===== config.mk =====
export PLATFORM = sky130hd
export DESIGN_NAME = uop_ctrl
export DESIGN_NICKNAME = d
export VERILOG_FILES = /design/src/hw/rtl/uop_pkg.sv /design/src/hw/rtl/uop_ctrl.sv
export VERILOG_INCLUDE_DIRS = /design/src /design/src/hw/rtl
export SDC_FILE = /design/constraint.sdc
export NUM_CORES = 1
export LEC_CHECK = 0
export BUFFER_PORTS_ARGS = -buffer_cell sky130_fd_sc_hd__buf_2
export CAP_MARGIN = 15
export CORE_MARGIN = 3
export CORE_UTILIZATION = 30
export CTS_BUF_LIST = sky130_fd_sc_hd__clkbuf_2 sky130_fd_sc_hd__clkbuf_4 sky130_fd_sc_hd__clkbuf_8
export CTS_CLUSTER_SIZE = 24
export DETAILED_ROUTE_END_ITERATION = 7
export SYNTH_ARGS = -nofsm -noshare
export SYNTH_HDL_FRONTEND = slang
export SYNTH_SLANG_ARGS = --single-unit
export TNS_END_PERCENT = 20

===== constraint.sdc =====
create_clock -name clk_i -period 2.17 [get_ports clk_i]
set_input_delay 0.434 -clock clk_i [delete_from_list [all_inputs] [get_ports clk_i]]
set_output_delay 0.434 -clock clk_i [all_outputs]
set_load 0.05 [all_outputs]

===== src/hw/rtl/unison_oscillator_panner_core_assert.svh =====
// assertion macros shared by the unison oscillator panner rtl
// no dependencies; included by files that carry concurrent checks
`ifndef UNISON_OSCILLATOR_PANNER_CORE_ASSERT_SVH
`define UNISON_OSCILLATOR_PANNER_CORE_ASSERT_SVH

// same-cycle implication
`define UOP_ASSERT_IMP(label, clk, rstn, ante, cons, msg) \
  label: assert property (@(posedge clk) disable iff (!rstn) (ante) |-> (cons)) else $error(msg);

// next-cycle implication
`define UOP_ASSERT_NXT(label, clk, rstn, ante, cons, msg) \
  label: assert property (@(posedge clk) disable iff (!rstn) (ante) |=> (cons)) else $error(msg);

`endif


===== src/hw/rtl/uop_pkg.sv =====
// shared types, codes, tables and helpers of the unison oscillator panner
// no dependencies
package uop_pkg;

  localparam int unsigned MAX_VOICES_DEF = 8;

  localparam int unsigned DIV_W  = 56;
  localparam int unsigned DVS_W  = 16;
  localparam int unsigned CNT_W  = 6;
  localparam int unsigned MUL_AW = 40;
  localparam int unsigned MUL_BW = 18;
  localparam int unsigned MUL_PW = MUL_AW + MUL_BW;
  localparam int unsigned ACC_W  = 38;

  localparam logic [15:0] SIN_A = 16'd51472;
  localparam logic [15:0] SIN_B = 16'd21024;
  localparam logic [15:0] SIN_C = 16'd2320;
  localparam logic [31:0] LFSR_MASK = 32'h8020_0003;

  localparam logic [2:0] KIND_TICK  = 3'd0;
  localparam logic [2:0] KIND_LOAD  = 3'd1;
  localparam logic [2:0] KIND_BEGIN = 3'd2;
  localparam logic [2:0] KIND_END   = 3'd3;
  localparam logic [2:0] KIND_ARM   = 3'd4;

  localparam logic [2:0] WAVE_SINE   = 3'd0;
  localparam logic [2:0] WAVE_SAW    = 3'd1;
  localparam logic [2:0] WAVE_SQUARE = 3'd2;
  localparam logic [2:0] WAVE_TRI    = 3'd3;
  localparam logic [2:0] WAVE_NOISE  = 3'd4;

  localparam logic [2:0] REG_WAVE   = 3'd0;
  localparam logic [2:0] REG_AMP    = 3'd1;
  localparam logic [2:0] REG_SPREAD = 3'd2;
  localparam logic [2:0] REG_VCOUNT = 3'd3;
  localparam logic [2:0] REG_ATTACK = 3'd4;

  // datapath operations
  localparam logic [4:0] OP_NOP    = 5'd0;
  localparam logic [4:0] OP_TSTART = 5'd1;
  localparam logic [4:0] OP_VWAVE  = 5'd2;
  localparam logic [4:0] OP_QT2    = 5'd3;
  localparam logic [4:0] OP_QIN    = 5'd4;
  localparam logic [4:0] OP_QMID   = 5'd5;
  localparam logic [4:0] OP_QRES   = 5'd6;
  localparam logic [4:0] OP_WSIN   = 5'd7;
  localparam logic [4:0] OP_VS     = 5'd8;
  localparam logic [4:0] OP_PDIV   = 5'd9;
  localparam logic [4:0] OP_PAN    = 5'd10;
  localparam logic [4:0] OP_TR     = 5'd11;
  localparam logic [4:0] OP_GR     = 5'd12;
  localparam logic [4:0] OP_ACCR   = 5'd13;
  localparam logic [4:0] OP_ACCL   = 5'd14;
  localparam logic [4:0] OP_NORML  = 5'd15;
  localparam logic [4:0] OP_NORMR  = 5'd16;
  localparam logic [4:0] OP_ATTL   = 5'd17;
  localparam logic [4:0] OP_ATTR   = 5'd18;
  localparam logic [4:0] OP_ATTD   = 5'd19;
  localparam logic [4:0] OP_ATTLQ  = 5'd20;
  localparam logic [4:0] OP_ATTRQ  = 5'd21;
  localparam logic [4:0] OP_OUT    = 5'd22;
  localparam logic [4:0] OP_BCLR   = 5'd23;
  localparam logic [4:0] OP_BDIV   = 5'd24;
  localparam logic [4:0] OP_BSTEP  = 5'd25;
  localparam logic [4:0] OP_EBLK   = 5'd26;
  localparam logic [4:0] OP_LOAD   = 5'd27;
  localparam logic [4:0] OP_ARM    = 5'd28;

  localparam logic [15:0] INV_SQRT [16] = '{
    16'd32768, 16'd23170, 16'd18919, 16'd16384, 16'd14654, 16'd13377, 16'd12385, 16'd11585,
    16'd10923, 16'd10362, 16'd9880,  16'd9459,  16'd9088,  16'd8758,  16'd8461,  16'd8192
  };

  typedef struct packed {
    logic [2:0]         kind;
    logic [2:0]         voice_index;
    logic signed [31:0] increment_value;
    logic [12:0]        block_length;
  } in_item_t;

  typedef struct packed {
    logic signed [23:0] left_sample;
    logic signed [23:0] right_sample;
    logic signed [23:0] center_sample;
  } out_item_t;

  typedef struct packed {
    logic [2:0]  wave_type;
    logic [15:0] amplitude;
    logic [15:0] pan_spread;
    logic [3:0]  voice_count;
    logic [15:0] attack_length;
  } cfg_t;

  typedef struct packed {
    logic [4:0] op;
    logic       latch;
  } cmd_t;

  typedef struct packed {
    logic [2:0] kind;
    logic       amp_zero;
    logic       is_sine;
    logic       att_active;
    logic       vlast_tick;
    logic       vlast_all;
    logic       div_busy;
    logic       out_free;
  } stat_t;

  // signed shift right that rounds toward zero
  function automatic logic signed [MUL_PW-1:0] trunc_shr(input logic signed [MUL_PW-1:0] x,
                                                         input int unsigned k);
    logic signed [MUL_PW-1:0] bias;
    bias = x[MUL_PW-1] ? ((MUL_PW'(1) <<< k) - MUL_PW'(1)) : '0;
    return (x + bias) >>> k;
  endfunction

  function automatic logic signed [23:0] sat24(input logic signed [MUL_PW-1:0] x);
    logic signed [23:0] r;
    if (x > MUL_PW'(8388607)) r = 24'sh7FFFFF;
    else if (x < -MUL_PW'(8388608)) r = 24'sh800000;
    else r = x[23:0];
    return r;
  endfunction

endpackage


===== src/hw/rtl/uop_ctrl.sv =====
// controller: sequences datapath operations for each input item
// depends on uop_pkg and the assertion macro header
`include "unison_oscillator_panner_core_assert.svh"

module uop_ctrl (
  input  logic           clk_i,
  input  logic           rst_ni,
  input  logic           in_valid_i,
  output logic           in_stall_o,
  input  uop_pkg::stat_t stat_i,
  output uop_pkg::cmd_t  cmd_o
);
  import uop_pkg::*;

  localparam logic [4:0] S_IDLE  = 5'd0;
  localparam logic [4:0] S_DISP  = 5'd1;
  localparam logic [4:0] S_VWAVE = 5'd2;
  localparam logic [4:0] S_QS0   = 5'd3;
  localparam logic [4:0] S_QS1   = 5'd4;
  localparam logic [4:0] S_QS2   = 5'd5;
  localparam logic [4:0] S_QS3   = 5'd6;
  localparam logic [4:0] S_WSIN  = 5'd7;
  localparam logic [4:0] S_VS    = 5'd8;
  localparam logic [4:0] S_PDIV  = 5'd9;
  localparam logic [4:0] S_PWAIT = 5'd10;
  localparam logic [4:0] S_PAN   = 5'd11;
  localparam logic [4:0] S_TR    = 5'd12;
  localparam logic [4:0] S_GR    = 5'd13;
  localparam logic [4:0] S_ACCR  = 5'd14;
  localparam logic [4:0] S_ACCL  = 5'd15;
  localparam logic [4:0] S_NORML = 5'd16;
  localparam logic [4:0] S_NORMR = 5'd17;
  localparam logic [4:0] S_ATTL  = 5'd18;
  localparam logic [4:0] S_ATTLD = 5'd19;
  localparam logic [4:0] S_ATTLW = 5'd20;
  localparam logic [4:0] S_ATTR  = 5'd21;
  localparam logic [4:0] S_ATTRD = 5'd22;
  localparam logic [4:0] S_ATTRW = 5'd23;
  localparam logic [4:0] S_OUT   = 5'd24;
  localparam logic [4:0] S_BDIV  = 5'd25;
  localparam logic [4:0] S_BWAIT = 5'd26;

  logic [4:0] state_q, state_d;
  logic [4:0] ret_q, ret_d;

  always_comb begin
    state_d   = state_q;
    ret_d     = ret_q;
    cmd_o.op  = OP_NOP;
    cmd_o.latch = 1'b0;
    case (state_q)
      S_IDLE: begin
        if (in_valid_i) begin
          cmd_o.latch = 1'b1;
          state_d     = S_DISP;
        end
      end
      S_DISP: begin
        state_d = S_IDLE;
        case (stat_i.kind)
          KIND_TICK: begin
            if (stat_i.amp_zero) begin
              state_d = S_OUT;
            end else begin
              cmd_o.op = OP_TSTART;
              state_d  = S_VWAVE;
            end
          end
          KIND_LOAD: cmd_o.op = OP_LOAD;
          KIND_BEGIN: begin
            if (!stat_i.amp_zero) begin
              cmd_o.op = OP_BCLR;
              state_d  = S_BDIV;
            end
          end
          KIND_END: if (!stat_i.amp_zero) cmd_o.op = OP_EBLK;
          KIND_ARM: cmd_o.op = OP_ARM;
          default:  cmd_o.op = OP_NOP;
        endcase
      end
      S_VWAVE: begin
        cmd_o.op = OP_VWAVE;
        if (stat_i.is_sine) begin
          ret_d   = S_WSIN;
          state_d = S_QS0;
        end else begin
          state_d = S_VS;
        end
      end
      // quarter-wave sine polynomial, one product per step
      S_QS0: begin cmd_o.op = OP_QT2;  state_d = S_QS1; end
      S_QS1: begin cmd_o.op = OP_QIN;  state_d = S_QS2; end
      S_QS2: begin cmd_o.op = OP_QMID; state_d = S_QS3; end
      S_QS3: begin cmd_o.op = OP_QRES; state_d = ret_q; end
      S_WSIN: begin cmd_o.op = OP_WSIN; state_d = S_VS; end
      S_VS:   begin cmd_o.op = OP_VS;   state_d = S_PDIV; end
      S_PDIV: begin cmd_o.op = OP_PDIV; state_d = S_PWAIT; end
      S_PWAIT: if (!stat_i.div_busy) state_d = S_PAN;
      S_PAN: begin cmd_o.op = OP_PAN; state_d = S_TR; end
      S_TR: begin
        cmd_o.op = OP_TR;
        ret_d    = S_GR;
        state_d  = S_QS0;
      end
      S_GR: begin
        cmd_o.op = OP_GR;
        ret_d    = S_ACCR;
        state_d  = S_QS0;
      end
      S_ACCR: begin cmd_o.op = OP_ACCR; state_d = S_ACCL; end
      S_ACCL: begin
        cmd_o.op = OP_ACCL;
        state_d  = stat_i.vlast_tick ? S_NORML : S_VWAVE;
      end
      S_NORML: begin cmd_o.op = OP_NORML; state_d = S_NORMR; end
      S_NORMR: begin
        cmd_o.op = OP_NORMR;
        state_d  = stat_i.att_active ? S_ATTL : S_OUT;
      end
      S_ATTL:  begin cmd_o.op = OP_ATTL; state_d = S_ATTLD; end
      S_ATTLD: begin cmd_o.op = OP_ATTD; state_d = S_ATTLW; end
      S_ATTLW: begin
        if (!stat_i.div_busy) begin
          cmd_o.op = OP_ATTLQ;
          state_d  = S_ATTR;
        end
      end
      S_ATTR:  begin cmd_o.op = OP_ATTR; state_d = S_ATTRD; end
      S_ATTRD: begin cmd_o.op = OP_ATTD; state_d = S_ATTRW; end
      S_ATTRW: begin
        if (!stat_i.div_busy) begin
          cmd_o.op = OP_ATTRQ;
          state_d  = S_OUT;
        end
      end
      S_OUT: begin
        if (stat_i.out_free) begin
          cmd_o.op = OP_OUT;
          state_d  = S_IDLE;
        end
      end
      S_BDIV: begin cmd_o.op = OP_BDIV; state_d = S_BWAIT; end
      S_BWAIT: begin
        if (!stat_i.div_busy) begin
          cmd_o.op = OP_BSTEP;
          state_d  = stat_i.vlast_all ? S_IDLE : S_BDIV;
        end
      end
      default: state_d = S_IDLE;
    endcase
  end

  always_ff @(posedge clk_i or negedge rst_ni) begin
    if (!rst_ni) begin
      state_q <= S_IDLE;
      ret_q   <= S_IDLE;
    end else begin
      state_q <= state_d;
      ret_q   <= ret_d;
    end
  end

  assign in_stall_o = state_q != S_IDLE;

  `UOP_ASSERT_IMP(a_div_free, clk_i, rst_ni, cmd_o.op == OP_PDIV || cmd_o.op == OP_BDIV || cmd_o.op == OP_ATTD, !stat_i.div_busy, "divider started while busy")
  `UOP_ASSERT_IMP(a_out_free, clk_i, rst_ni, cmd_o.op == OP_OUT, stat_i.out_free, "result written over a pending transfer")
  `UOP_ASSERT_NXT(a_tick_runs, clk_i, rst_ni, state_q == S_DISP && stat_i.kind == KIND_TICK, state_q != S_IDLE, "tick dropped without a result")

endmodule


==> out/results.ini, run 1 <==
[routing]
vias = 1472
drt_iter0_markers = 66
wl_mm = 4.16
via_per_inst = 5.80
drc = 0
ant_nets = 0
drt-pass1-iter-count = 4
routedWlPerCell_um = 16.4

[synth]
synth_top_family_by_area = compound AO/OA/AOI/OAI gates
synth_fa_ha_area_share_pct = 0
synth_compound_area_share_pct = 38.9
synth_area_mm2 = 0.00117
synth_flop_cell = dfrtp_1
ys_warn_count = 0
synthArstFlopShare_pct = 100
synthSimpleGateAreaFrac_pct = 26.6
synth_xor_area_share_pct = 1.50
synth_edf_count = 0
yosysSeqAreaShare_pct = 19.3
avgSynthCellArea_um2 = 7.31
syn-num-nets = 173
synth-seq-cells = 9
synth_mux_area_share_pct = 3.96
syn_inst = 160
synth_cell_types = 52

[grt]
first_global_vias = 1260
grt_use_met1_pct = 24.7
grt.met3_usage_pct = 3.45
antenna_found_initial = 0
grt_max_degree = 15
grt.total_usage_pct = 17.6
globalRouteMet2Util_pct = 27.7
grt_overflow_total = 0
busiest_layer = met2
grt_first_pass_wirelength_mm = 6.20

[die]
rows = 22
initial_core_util_pct = 31.5
die_x_um = 68.4
ioPinCount = 20
fp.coreArea_mm2 = 0.00372
fp.dieH_um = 68.4
die_area_mm2 = 0.00468

[layout]
areaGrowthSynthToFinish_pct = 48.2
layout_commonest_cell = buf_4
nFillCells = 371
drive_gt1_share_pct = 47.1
final_net_count = 220
final_cell_area_mm2 = 0.00173
diodes = 0
final_cell_mix = buf_4, nor2_1, buf_2

[cts]
clk_pin_slew_worst_paths_ps = 50
cts-root-buf = clkbuf_8
numClockSinks = 9
numCtsBuffers = 3
insertion_delay_ps = 230
cts_tree = done
clock_path_buffers = 2
cts-htree-levels = 1

[power_and_ir_drop]
power.internal_uw = 1390
combPwrFrac_pct = 79.7
pwr-share-clk_pct = 7.2
power.share.sequential_pct = 13.1
sw_frac_of_total_pct = 52.3
ir_worst_vdd_uv = 950
p_per_area_mw_per_mm2 = 1680
p_leak_uw = 0.000726
p_switching_uw = 1520

[critical_path]
critical_path_arrival_ps = 1750
critPathLaunchType = flip-flop
critical_path_class = reg -> out
critical_path.endpoint_type = output port
cp.required_ps = 1740
crit_fanout = 7

[outcome]
violations = setup timing
status = finished with violations

[sta]
skew_ps = 4.06
max_slew.worst_pin.slew_ps = 439
finalHoldViolCount = 0
timing.fmax_mhz = 458
relSlewSlack_pct = 70.4
min_period_ps = 2180
drv_slew = 0
setup_slack_ps = -14.5
rsz0062_at_grt = yes
fin_crit_sh_pct = 101
setup_viol = 2
hold_ws_ps = 44.7

[placement]
globalplace.congestion = 0.973
placed_area_mm2 = 0.00144
hpwl_mm = 2.85
port_buffers = 19

[hold_path]
hold_path.class = in -> async

[job]
maxCapViolations = 0

power groups by stage:
stage | sequential, uW | clock, uW | combinational [uW]
3_3_place_gp | 379 | 0 | 1850
6_report | 380 | 209 | 2320
3_5_place_dp | 377 | 0 | 1830
5_1_grt | 389 | 228 | 2480
4_1_cts | 390 | 216 | 1900
2_1_floorplan | 288 | 0 | 1430
flip-flops by register name, indices dropped and copies added (netlist names):
signal	count
state_q	5
ret_q	4
per-layer routing:
metal / share of wire, % / vias up / routed length [um]
met5: 0 / - / 0
met4: 1.7 / 0 / 69
met3: 7.8 / 9 / 325
met2: 48 / 55 / 1980
met1: 43 / 709 / 1790
li1: - / 699 / -
layout make-up:
cell class / instances / area, um2 / area share (%)
multi-input cells: 130 / 972 / 56.1
repair buffers: 56 / 395 / 22.8
flip-flops and latches: 9 / 231 / 13.3
well taps: 48 / 60.1 / 3.46
clock buffers: 4 / 48.8 / 2.81
inverters: 7 / 26.3 / 1.52
final timing paths:
| kind | start | to | slack (ps) | cells after the start |
|---|---|---|---|---|
| min in group clk_i | ret_q[2]$_DFFE_PN0P_ | ret_q[2]$_DFFE_PN0P_ | 460 | 1 |
| hold reg to reg | ret_q[2]$_DFFE_PN0P_ | ret_q[2]$_DFFE_PN0P_ | 460 | 1 |
| setup reg to reg | state_q[3]$_DFFE_PN0P_ | state_q[2]$_DFFE_PN0P_ | 300 | 7 |
| setup / recovery | state_q[0]$_DFFE_PN0P_ | cmd_o[5] | -10 | 6 |
| hold / removal | rst_ni | ret_q[0]$_DFFE_PN0P_ | 40 | 1 |
| max in group asynchronous | rst_ni | state_q[2]$_DFFE_PN0P_ | 1920 | 1 |
cell usage after synthesis, drive strengths merged (2+ instances only):
| cell | count | area share, % |
|---|---|---|
| nor2 | 18 | 6.0 |
| mux2i | 2 | 1.7 |
| a211o | 3 | 2.2 |
| a31oi | 2 | 1.1 |
| a2111oi | 2 | 2.0 |
| o21ai | 14 | 6.0 |
| o211ai | 2 | 1.3 |
| a21oi | 13 | 5.6 |
| nand3 | 2 | 1.3 |
| and2b | 2 | 1.3 |
| o32ai | 4 | 3.0 |
| a211oi | 8 | 5.1 |
| nor3 | 4 | 2.1 |
| o221ai | 3 | 2.2 |
| nand2b | 4 | 2.1 |
| and3 | 2 | 1.1 |
| nor2b | 5 | 3.3 |
| dfrtp | 9 | 19 |
| nor4 | 6 | 3.2 |
| buf | 13 | 7.2 |
| inv | 7 | 2.2 |
| mux2 | 2 | 2.2 |
| a21o | 2 | 1.3 |
| nand2 | 15 | 5.0 |
what timing repair did:
action                     CTS  global route
pin swaps                    1             6
setup endpoints to repair    5             5
gates resized for setup     13            31
buffers inserted             0            12
hold buffers                 0             0
worst max-delay path, stage by stage (launching register included):
cell and delay [ps]:
dfrtp_2 470, and2_1 230, o2111ai_2 180, nor2_1 70, a41oi_2 230, o221ai_2 130, buf_4 200
metrics by stage:
step | power [uW] | utilization [%] | TNS, ps | worst slack (ps) | instances
after floorplan | 1710 | - | -659 | -393 | 160
after global placement | 2230 | 38.8 | 0 | 36.7 | 238
after detailed placement | 2210 | 38.8 | 0 | 85.1 | 238
after CTS | 2500 | 40.9 | -34.8 | -34.8 | 242
after global routing | 3100 | 46.7 | -197 | -58.8 | 254
final | 2900 | 46.7 | -20.6 | -14.5 | 254
cell families (layout without fill, tap and decap cells):
group                     Yosys count  count (layout)
and+or+nand+nor                    60              60
muxes                               4               4
DFF                                 9               9
buffers and inverters              21              67
AOI/OAI and AO/OA                  64              64
xor gates and xnor gates            2               2
(Power assumes the default switching activity.)
==> inputs of run 2 (changes only) <==
ABC_AREA = 1   (was unset)
==> run 2 against run 1 <==
Effect of this change:
- the run now ends clean
- critical path depth is the same
- via count up 6.6%
- synthesized cell count increased by 34%
- power shrank 13%
- register-to-register slack better by 260 ps
- sequential share of layout area decreased by 0.12 points
- combinational power fell by 16%
- die area is 1.1% higher
- global-route usage is 0.088 points higher
- non-clock buffer count down 9
- critical path type unchanged
- critical endpoint is now cmd_o[2]
- largest power group unchanged
- highest routed layer unchanged
==> out/results.ini, run 2 <==
[grt]
antenna_found_initial = 0  ; unchanged
grt_first_pass_wirelength_mm = 6.28  ; was 6.20 mm
grt_max_degree = 12  ; was 15
busiest_layer = met2  ; unchanged
globalRouteMet2Util_pct = 30.8  ; was 27.7%
grt.total_usage_pct = 17.7  ; was 17.6%
grt_use_met1_pct = 22.7  ; was 24.7%
grt_overflow_total = 0  ; unchanged
grt.met3_usage_pct = 3.57  ; was 3.45%
first_global_vias = 1388  ; was 1260

[power_and_ir_drop]
p_leak_uw = 0.000924  ; was 0.000726 uW
total_power_uw = 2520  ; was 2900 uW
p_per_area_mw_per_mm2 = 1450  ; was 1680 mW/mm2
ir_worst_vdd_uv = 644  ; was 950 uV

[synth]
synth_top_area_share_pct = 20.3  ; was 19.3%
synth_edf_count = 0  ; unchanged
synthArstFlopShare_pct = 100  ; unchanged
ys_warn_count = 0  ; unchanged
avgSynthCellArea_um2 = 5.53  ; was 7.31 um2
synth_area_mm2 = 0.00118  ; was 0.00117 mm2
syn-num-nets = 227  ; was 173
synth_common_cells = nand2_1, nor2_1, nand3_1  ; was nor2_1, nand2_1, a21oi_1
syn_inst = 214  ; was 160
synth_cell_types = 27  ; was 52
yosys.area.top_type = nand2_1  ; was dfrtp_1
synth-seq-cells = 9  ; unchanged
synth_flop_cell = dfrtp_1  ; unchanged
synth_most_common_cell = nand2_1  ; was nor2_1
yosysSeqAreaShare_pct = 19.0  ; was 19.3%
synth_area_leaders = nand2_1, dfrtp_1, nor2_1  ; was dfrtp_1, a21oi_1, nor2_1

[sta]
setup_viol = 0  ; was 2
fin_crit_sh_pct = 99.4  ; was 101%
hold_ws_ps = 46.1  ; was 44.7 ps
min_period_ps = 2160  ; was 2180 ps
timing.fmax_mhz = 464  ; was 458 MHz
drv_slew = 0  ; unchanged
finalHoldViolCount = 0  ; unchanged
rsz0062_at_grt = yes  ; unchanged
max_slew.worst_pin.slew_ps = 432  ; was 439 ps
relSlewSlack_pct = 71.0  ; was 70.4%
skew_ps = 2.58  ; was 4.06 ps

[placement]
globalplace.congestion = 0.966  ; was 0.973
port_buffers = 19  ; unchanged
hpwl_mm = 3.17  ; was 2.85 mm
dp.cells = 294  ; was 238
placed_area_mm2 = 0.00146  ; was 0.00144 mm2

[layout]
drive_gt1_share_pct = 36.3  ; was 47.1%
reg_top3 = state_q: 5 flops, ret_q: 4 flops  ; unchanged
final_cell_mix = nand2_1, nor2_1, buf_4  ; was buf_4, nor2_1, buf_2
nFillCells = 421  ; was 371
areaGrowthSynthToFinish_pct = 47.0  ; was 48.2%
diodes = 0  ; unchanged
instances_no_fill = 307  ; was 254
largest_reg_flops = 5  ; unchanged
largest_register = state_q  ; unchanged
final_net_count = 273  ; was 220
final_cell_area_mm2 = 0.00174  ; was 0.00173 mm2
layout_commonest_cell = nand2_1  ; was buf_4

[critical_path]
critical_path_class = reg -> out  ; unchanged
critical_path_arrival_ps = 1720  ; was 1750 ps
critical_path.endpoint_type = output port  ; unchanged
cp.required_ps = 1740  ; about the same
reg2reg_from = state_q[3]$_DFFE_PN0P_  ; unchanged
startpoint = state_q[3]$_DFFE_PN0P_  ; was state_q[0]$_DFFE_PN0P_
crit_fanout = 6  ; was 7
critPathLaunchType = flip-flop  ; unchanged

[die]
ioPinCount = 20  ; unchanged
die_x_um = 68.8  ; was 68.4 um
initial_core_util_pct = 31.6  ; was 31.5%
die_area_mm2 = 0.00473  ; was 0.00468 mm2
rows = 22  ; unchanged
fp.dieH_um = 68.8  ; was 68.4 um
fp.coreArea_mm2 = 0.00374  ; was 0.00372 mm2

[cts]
clock_path_buffers = 2  ; unchanged
insertion_delay_ps = 230  ; about the same
cts-htree-levels = 1  ; unchanged
cts_hold_buf = 0  ; unchanged
clk_pin_slew_worst_paths_ps = 40  ; was 50 ps
numClockSinks = 9  ; unchanged
cts-root-buf = clkbuf_8  ; unchanged
numCtsBuffers = 3  ; unchanged
cts_tree = done  ; unchanged

[routing]
ant_nets = 0  ; unchanged
routedWlPerCell_um = 13.6  ; was 16.4 um
via_per_inst = 5.11  ; was 5.80
drc = 0  ; unchanged
wl_mm = 4.18  ; was 4.16 mm
vias = 1569  ; was 1472
drt-pass1-iter-count = 4  ; unchanged
drt_iter0_markers = 177  ; was 66

[hold_path]
hold_path.class = in -> async  ; unchanged

[outcome]
status = completed  ; was finished with violations

[job]
maxCapViolations = 0  ; unchanged

## run 2: what timing repair did
action / CTS / global route
setup endpoints to repair: 5 / 5
pin swaps: 0 / 10
buffers inserted: 2 / 7
gates resized for setup: 10 / 35
## run 2: area by class of cell
cell class / instances / area [um2] / share of cell area (%)
Clock buffer: 4 / 48.8 / 2.80
Timing Repair Buffer: 47 / 362 / 20.8
Sequential cell: 9 / 230 / 13.2
Multi-Input combinational cell: 177 / 950 / 54.6
Inverter: 22 / 90.1 / 5.18
Tap cell: 48 / 60.1 / 3.45
## run 2: power by group
| group | leakage, uW | total, uW | switching, uW | internal [uW] |
|---|---|---|---|---|
| clock network | 0.0000262 | 204 | 64.1 | 140 |
| logic | 0.000798 | 1950 | 1230 | 726 |
| registers | 0.0000995 | 367 | 124 | 242 |
## run 2: final timing paths
check / depth (start not counted) / slack, ps / endpoint
min in group clk_i: 2 / 490 / ret_q[3]$_DFFE_PN0P_
setup / recovery: 6 / 10 / cmd_o[2]
hold reg to reg: 2 / 490 / ret_q[3]$_DFFE_PN0P_
setup reg to reg: 10 / 560 / state_q[0]$_DFFE_PN0P_
max in group asynchronous: 1 / 1930 / state_q[2]$_DFFE_PN0P_
hold / removal: 1 / 50 / state_q[1]$_DFFE_PN0P_
## run 2: per-layer routing
layer	wire length, um	vias to the layer above
li1	-	790
met1	1780	714
met2	2070	57
met3	262	8
met4	70	0
met5	0	-
## run 2: through the flow
step	worst slack (ps)	utilization, %	setup TNS (ps)
finish	13.8	46.5	0
global route	-68.2	46.5	-227
CTS	-15.7	41.1	-15.7
detailed placement	121	38.9	0
global placement	142	38.9	0
floorplan	11.1	-	0
## run 2: worst max-delay path, cell delays in order, from the launching register on
cell      delay [ps]
dfrtp_2          470
clkinv_4         130
buf_4            160
nor3_4           230
a21oi_2           90
o211ai_1         170
buf_4            230
## run 2: cells by family after synthesis
kind of cell	count (synthesis)	share of synthesized area [%]
and+or+nand+nor	160	61.7
buffers and inverters	28	10.3
DFF	9	19.0
AOI/OAI and AO/OA	17	8.99
